**config.mk**
```make
export PLATFORM = sky130hd
export DESIGN_NAME = salwc_ctrl
export DESIGN_NICKNAME = d
export VERILOG_FILES = /design/src/salwc_pkg.sv /design/src/salwc_ctrl.sv
export SDC_FILE = /design/constraint.sdc
export NUM_CORES = 1
export LEC_CHECK = 0
export ABC_AREA = 1
export BUFFER_PORTS_ARGS = -buffer_cell sky130_fd_sc_hd__buf_2
export CAP_MARGIN = 20
export CORE_AREA = 2 2 39 41
export DETAILED_ROUTE_END_ITERATION = 10
export DIE_AREA = 0 0 41 43
export PLACE_DENSITY = 0.3
export SYNTH_ARGS = -nofsm -noshare
export SYNTH_HDL_FRONTEND = slang
export SYNTH_SLANG_ARGS = --single-unit
```
**constraint.sdc**
```tcl
create_clock -name clock -period 0.95 [get_ports clock]
set_input_delay 0 -clock clock [delete_from_list [all_inputs] [get_ports clock]]
set_output_delay 0 -clock clock [all_outputs]
set_load 0.02 [all_outputs]
```
**src/salwc_pkg.sv**
```systemverilog
// ----------------------------------------------------------------------------
// salwc_pkg
// Types and constants of the set-associative LRU write-back cache core.
// ----------------------------------------------------------------------------
package salwc_pkg;

   localparam int ADDR_W   = 64;
   localparam int CNT_W    = 48;
   localparam int CFG_W    = 4;
   localparam int NUM_CNT  = 6;

   // Configuration register indexes.
   localparam logic CSR_OFFSET_BITS = 1'b0;
   localparam logic CSR_INDEX_BITS  = 1'b1;

   localparam logic [CFG_W-1:0] OFFSET_BITS_RESET = 4'd5;
   localparam logic [CFG_W-1:0] INDEX_BITS_RESET  = 4'd7;

   // Event counter slots.
   localparam int CNT_ACCESS = 0;
   localparam int CNT_READ   = 1;
   localparam int CNT_WRITE  = 2;
   localparam int CNT_RMISS  = 3;
   localparam int CNT_WMISS  = 4;
   localparam int CNT_WB     = 5;

   localparam logic [CNT_W-1:0] CNT_MAX = {CNT_W{1'b1}};

   // Access command codes.
   localparam logic CMD_READ  = 1'b0;
   localparam logic CMD_WRITE = 1'b1;

   typedef struct packed {
      logic              cmd;
      logic [ADDR_W-1:0] address;
   } req_payload_type;

   typedef struct packed {
      logic             hit;
      logic [1:0]       way;
      logic             filled_empty;
      logic             write_back;
      logic [CNT_W-1:0] access_count;
      logic [CNT_W-1:0] read_count;
      logic [CNT_W-1:0] write_count;
      logic [CNT_W-1:0] read_miss_count;
      logic [CNT_W-1:0] write_miss_count;
      logic [CNT_W-1:0] write_back_count;
   } rsp_payload_type;

   typedef enum logic [1:0] {
      ST_CLEAR,
      ST_IDLE,
      ST_UPDATE
   } state_type;

   // Controller to datapath.
   typedef struct packed {
      logic clear_step;
      logic accept;
      logic update;
   } ctrl_cmd_type;

   // Datapath to controller.
   typedef struct packed {
      logic clear_last;
      logic rsp_stall;
   } ctrl_status_type;

   // Saturating increment of an event counter.
   function automatic logic [CNT_W-1:0] sat_inc(input logic [CNT_W-1:0] value,
                                                input logic             enable);
      logic [CNT_W-1:0] result;
      result = value;
      if (enable && (value != CNT_MAX)) begin
         result = value + CNT_W'(1);
      end
      return result;
   endfunction

endpackage

```
**src/salwc_ctrl.sv**
```systemverilog
// ----------------------------------------------------------------------------
// salwc_ctrl
// Controller: clearing pass after reset, then accept and update per access.
// ----------------------------------------------------------------------------
module salwc_ctrl (
   input  logic                       clock,
   input  logic                       reset,
   input  logic                       req_valid,
   output logic                       req_ready,
   input  salwc_pkg::ctrl_status_type status,
   output salwc_pkg::ctrl_cmd_type    cmd
);

   salwc_pkg::state_type state_ff;
   salwc_pkg::state_type state_in;

   // State register.
   always_ff @(posedge clock) begin
      if (reset) begin
         state_ff <= salwc_pkg::ST_CLEAR;
      end else begin
         state_ff <= state_in;
      end
   end

   // Next state and commands.
   always_comb begin
      state_in       = state_ff;
      cmd            = '0;
      req_ready      = 1'b0;
      unique case (state_ff)
         salwc_pkg::ST_CLEAR: begin
            cmd.clear_step = 1'b1;
            if (status.clear_last) begin
               state_in = salwc_pkg::ST_IDLE;
            end
         end
         salwc_pkg::ST_IDLE: begin
            req_ready = 1'b1;
            if (req_valid) begin
               cmd.accept = 1'b1;
               state_in   = salwc_pkg::ST_UPDATE;
            end
         end
         salwc_pkg::ST_UPDATE: begin
            if (!status.rsp_stall) begin
               cmd.update = 1'b1;
               state_in   = salwc_pkg::ST_IDLE;
            end
         end
         default: begin
            state_in = salwc_pkg::ST_CLEAR;
         end
      endcase
   end

endmodule

```
Word-level counts from Yosys, hierarchy flattened
Cells that the tools add are included.

Register bits after elaboration: 2. Latch bits: 0. Bits in writable memories: 0. Memory bits (read-only): 0. Word-level logic and storage cells: 18. Memories: 0.

Add/sub/neg operators: 0. Multiply operators: 0. Div/mod/pow operators: 0. $lt $le $gt $ge: 0. Equality and inequality tests: 5. Shift-type cells: 0. Multiplexer cells: 10. Bitwise gates (word level): 0. Reduce and logical (&&, ||, !) cells: 2.

Operators with widths (count): 1-bit two-way mux (6); 2-bit two-way mux (3); 2-bit inequality test, second input constant (3); 2-bit case mux with 3 select lines (1); 3-bit AND reduction (1); 2-bit by 1-bit equality test with 1-bit output, second input constant (1); 2-bit equality test, second input constant (1); 2-bit logical NOT (1).

Depth between registers and ports, before layout
Depth in word-level cells: 3. Mapped depth: 4. Mapped depth without buffers: 4.

Worst setup path after synthesis
No wires, ideal clock.

Path type: register -> register. Start point: register state_ff[0]. End point: register state_ff[0]. Library setup time: 0.111 ns. Arrival: 0.846 ns. Required time: 0.839 ns. Path slack: -0.007 ns. Cell stages (with the launch flop): 5. Clock period less this slack: 0.957 ns. Cell sequence: dfxtp_1 nor2_1 nand2_1 nand2_1 nor2_1.

Word-level cells in the longest chain between the ends: 3.

RTL lines: start: declaration (RTL line salwc_ctrl.sv:14) `salwc_pkg::state_type state_ff;`; start signal: assignment (RTL line salwc_ctrl.sv:20) `state_ff <= salwc_pkg::ST_CLEAR;`; start signal: assignment (RTL line salwc_ctrl.sv:22) `state_ff <= state_in;`; 2-bit equality test (tied with other cells) (RTL line salwc_ctrl.sv:31) `unique case (state_ff)`; 2-bit inequality test (no source line); 3-bit AND reduction (no source line).

Several ways; a longest one is shown, not always the timed one. A chain may end at the register's enable or synchronous reset.

==> metrics.md <==
| Metric | Value |
|---|---|
| Placer Congestion | `0.543` |
| IO Port Bufs | `8` |
| Drt first pass iters | `1` |
| Mapped Area | `110 µm²` |
| Die Area | `1760 µm²` |
| Status | `finished clean` |
| Synth top area share | `0.364` |
| Fin crit period | `0.913 ns` |
| Routed via count | `146` |
| Synthesized Nets | `24` |
| DR vias/cell | `3.11` |
| Fin nets | `38` |
| Worst-Margin Slew | `0.138 ns` |
| Area of the multi-input gates | `60.1 µm²` |
| Critical Path RT | `0.95 ns` |
| Cell row count | `14` |
| Family with the most delay on the worst path | `flip-flops` |
| Clk Latency, worst-skew pair | `0.22 ns` |
| Worst hold slack | `0.0663 ns` |
| Gr usage total | `0.0491` |
| Area grow syn2layout | `109%` |
| ANT cells | `0` |
| Leakage power | `0.126 nW` |
| Cell Chain, Critical Path | `inv_4 > nor3_2 > buf_4` |
| Fmax | `1100 MHz` |
| CP max-delay cell | `dfxtp_4` |
| Peak VDD IR | `0.565 mV` |
| Routed Antenna Nets | `0` |
| Slew Limit Fails | `0` |
| Number of global-route vias before repair | `134` |
| Worst Skew | `0.00263 ns` |
| Max reg flops | `2` |
| Placed cell area | `173 µm²` |
| Max-slew headroom | `0.907` |
| Clock root buffer | `clkbuf_4` |
| Die width | `41 µm` |
| GRT overflow | `0` |
| Largest net degree at the start of global routing | `7` |
| Design area | `230 µm²` |
| Share of the yosys chip area belonging to registers | `0.364` |
| Arr. time, crit path | `0.91 ns` |
| Final Hold Fails | `0` |
| Fill cells | `166` |
| Area leader, netlist | `dfxtp_1` |
| Slowest Stage Delay on Critical Path | `0.36 ns` |
| Yosys warning total | `0` |
| Iter 0 DRT Violations | `0` |
| Residual DRC | `0` |
| CP startpoint kind | `flop` |
| Critical setup path kind | `flop to output port` |
| Max Cap Viol | `0` |
| CTS tree | `done` |
| Clk sinks | `2` |
| Mean Syn Cell Area | `5.80 µm²` |
| Clock Path Buffers | `2` |
| Final period utilization | `0.961` |
| Drt total wl | `342 µm` |
| Die Y | `43 µm` |
| Cells after Synth | `19` |
| Starting Density | `0.0796` |
| Share of cells above drive strength 1 | `0.548` |
| Biggest regs | `state_ff: 2 flops` |
| Buf+Inv Stages, Crit Path | `2` |
| Routed wire length per instance | `7.28 µm` |
| Setup TNS | `0 ns` |
| Clock Pin Slew Worst Setup and Hold Paths | `0.03 ns` |
| Final setup viols | `0` |
| Num CTS Buffers | `3` |
| Crit. End Element | `output port` |
| Tot Pwr | `0.363 mW` |
| Core footprint | `1380 µm²` |
| Reg with most FFs | `state_ff` |
| Register area | `47.5 µm²` |
| Worst Hold Class | `primary input to flop` |
| H-tree lvl count | `1` |
| First-pass GRT wire length | `510 µm` |
| Pwr Density | `1580 nW/µm²` |
| Post-DP HPWL | `263 µm` |
| Critical path peak fanout | `4` |
| Main area contributors after synthesis | `dfxtp_1, inv_1, nand2_1, nand3_1, nor2_1` |
| Post-synthesis cell type count | `8` |
| RSZ-0062 raised after global routing | `false` |
| Number of synthesized register bits | `2` |
| Ports | `9` |
| Initial antenna violation count | `0` |
## layout make-up
type                       count  share of cell area
timing repair buffer           9               0.239
inverter                       6               0.109
tap                           16              0.0870
sequential                     2               0.207
clock buffer                   3              0.0978
multi-input combinational     11               0.261
## timing repair
item                                    in CTS  in global routing
hold buffers                                 1                  0
pin swaps                                    1                  0
gates resized for setup                      5                  5
endpoints found under the hold margin        1                  0
endpoints found under the setup margin       2                  2
buffers inserted                             0                  0
## synthesized netlist by cell type
library cell / count
inv_1: 6
nand2_1: 4
dfxtp_1: 2
nand3_1: 2
nor2_1: 2
a21oi_1: 1
nor3_1: 1
o21ai_0: 1
## where the power goes
group / internal [mW] / switching (mW) / leakage [nW] / total (mW)
registers: 0.0907 / 0.0114 / 0.0178 / 0.102
clock network: 0.139 / 0.0455 / 0.0138 / 0.185
logic: 0.0332 / 0.0434 / 0.0949 / 0.0766
total: 0.263 / 0.100 / 0.126 / 0.363
## cell usage in the layout, fill, tap and decap left out
master / count
nor3_2: 1
o21ai_0: 1
nand3_2: 1
dfxtp_4: 2
inv_1: 5
dlygate4sd3_1: 1
buf_2: 6
buf_4: 2
nor2_1: 1
a21oi_1: 1
nand2_1: 4
inv_4: 1
nor2_2: 1
clkbuf_4: 3
nand3_1: 1
## per-layer routing
layer  GRT usage  vias up  share of wire
li1            -       81              -
met1      0.0639       56           0.51
met2      0.0438        9           0.34
met3      0.0157        0           0.15
met4      0.0800        0              0
met5           0        -              0
## path summary, 6_finish.rpt
check                                    to  depth (start not counted)   startpoint  slack [ns]
worst min-delay path            state_ff[1]                          3    req_valid        0.07
worst max register to register  state_ff[0]                          4  state_ff[0]        0.23
worst min register to register  state_ff[1]                          2  state_ff[0]        0.54
worst max-delay path                 cmd[0]                          3  state_ff[1]        0.04
## logic make-up (layout without fill, tap and decap cells)
| logic type | after synthesis | in the layout | share of synthesized area |
|---|---|---|---|
| compound gates | 2 | 2 | 0.0908 |
| buf+inv | 6 | 18 | 0.205 |
| flops | 2 | 2 | 0.364 |
| simple gates | 9 | 9 | 0.341 |
## worst min-delay path, stage by stage
cell and delay, ns:
buf_2 0.11, nand3_2 0.07, a21oi_1 0.06
## metrics by stage
stage / setup slack [ns] / utilization / cells
final: 0.0373 / 0.166 / 47
after floorplan: 0.0683 / - / 19
after detailed placement: 0.182 / 0.125 / 43
after CTS: 0.0108 / 0.156 / 47
after global routing: 0.000544 / 0.166 / 47
after global placement: 0.164 / 0.125 / 43
(Power assumes the default switching activity.)
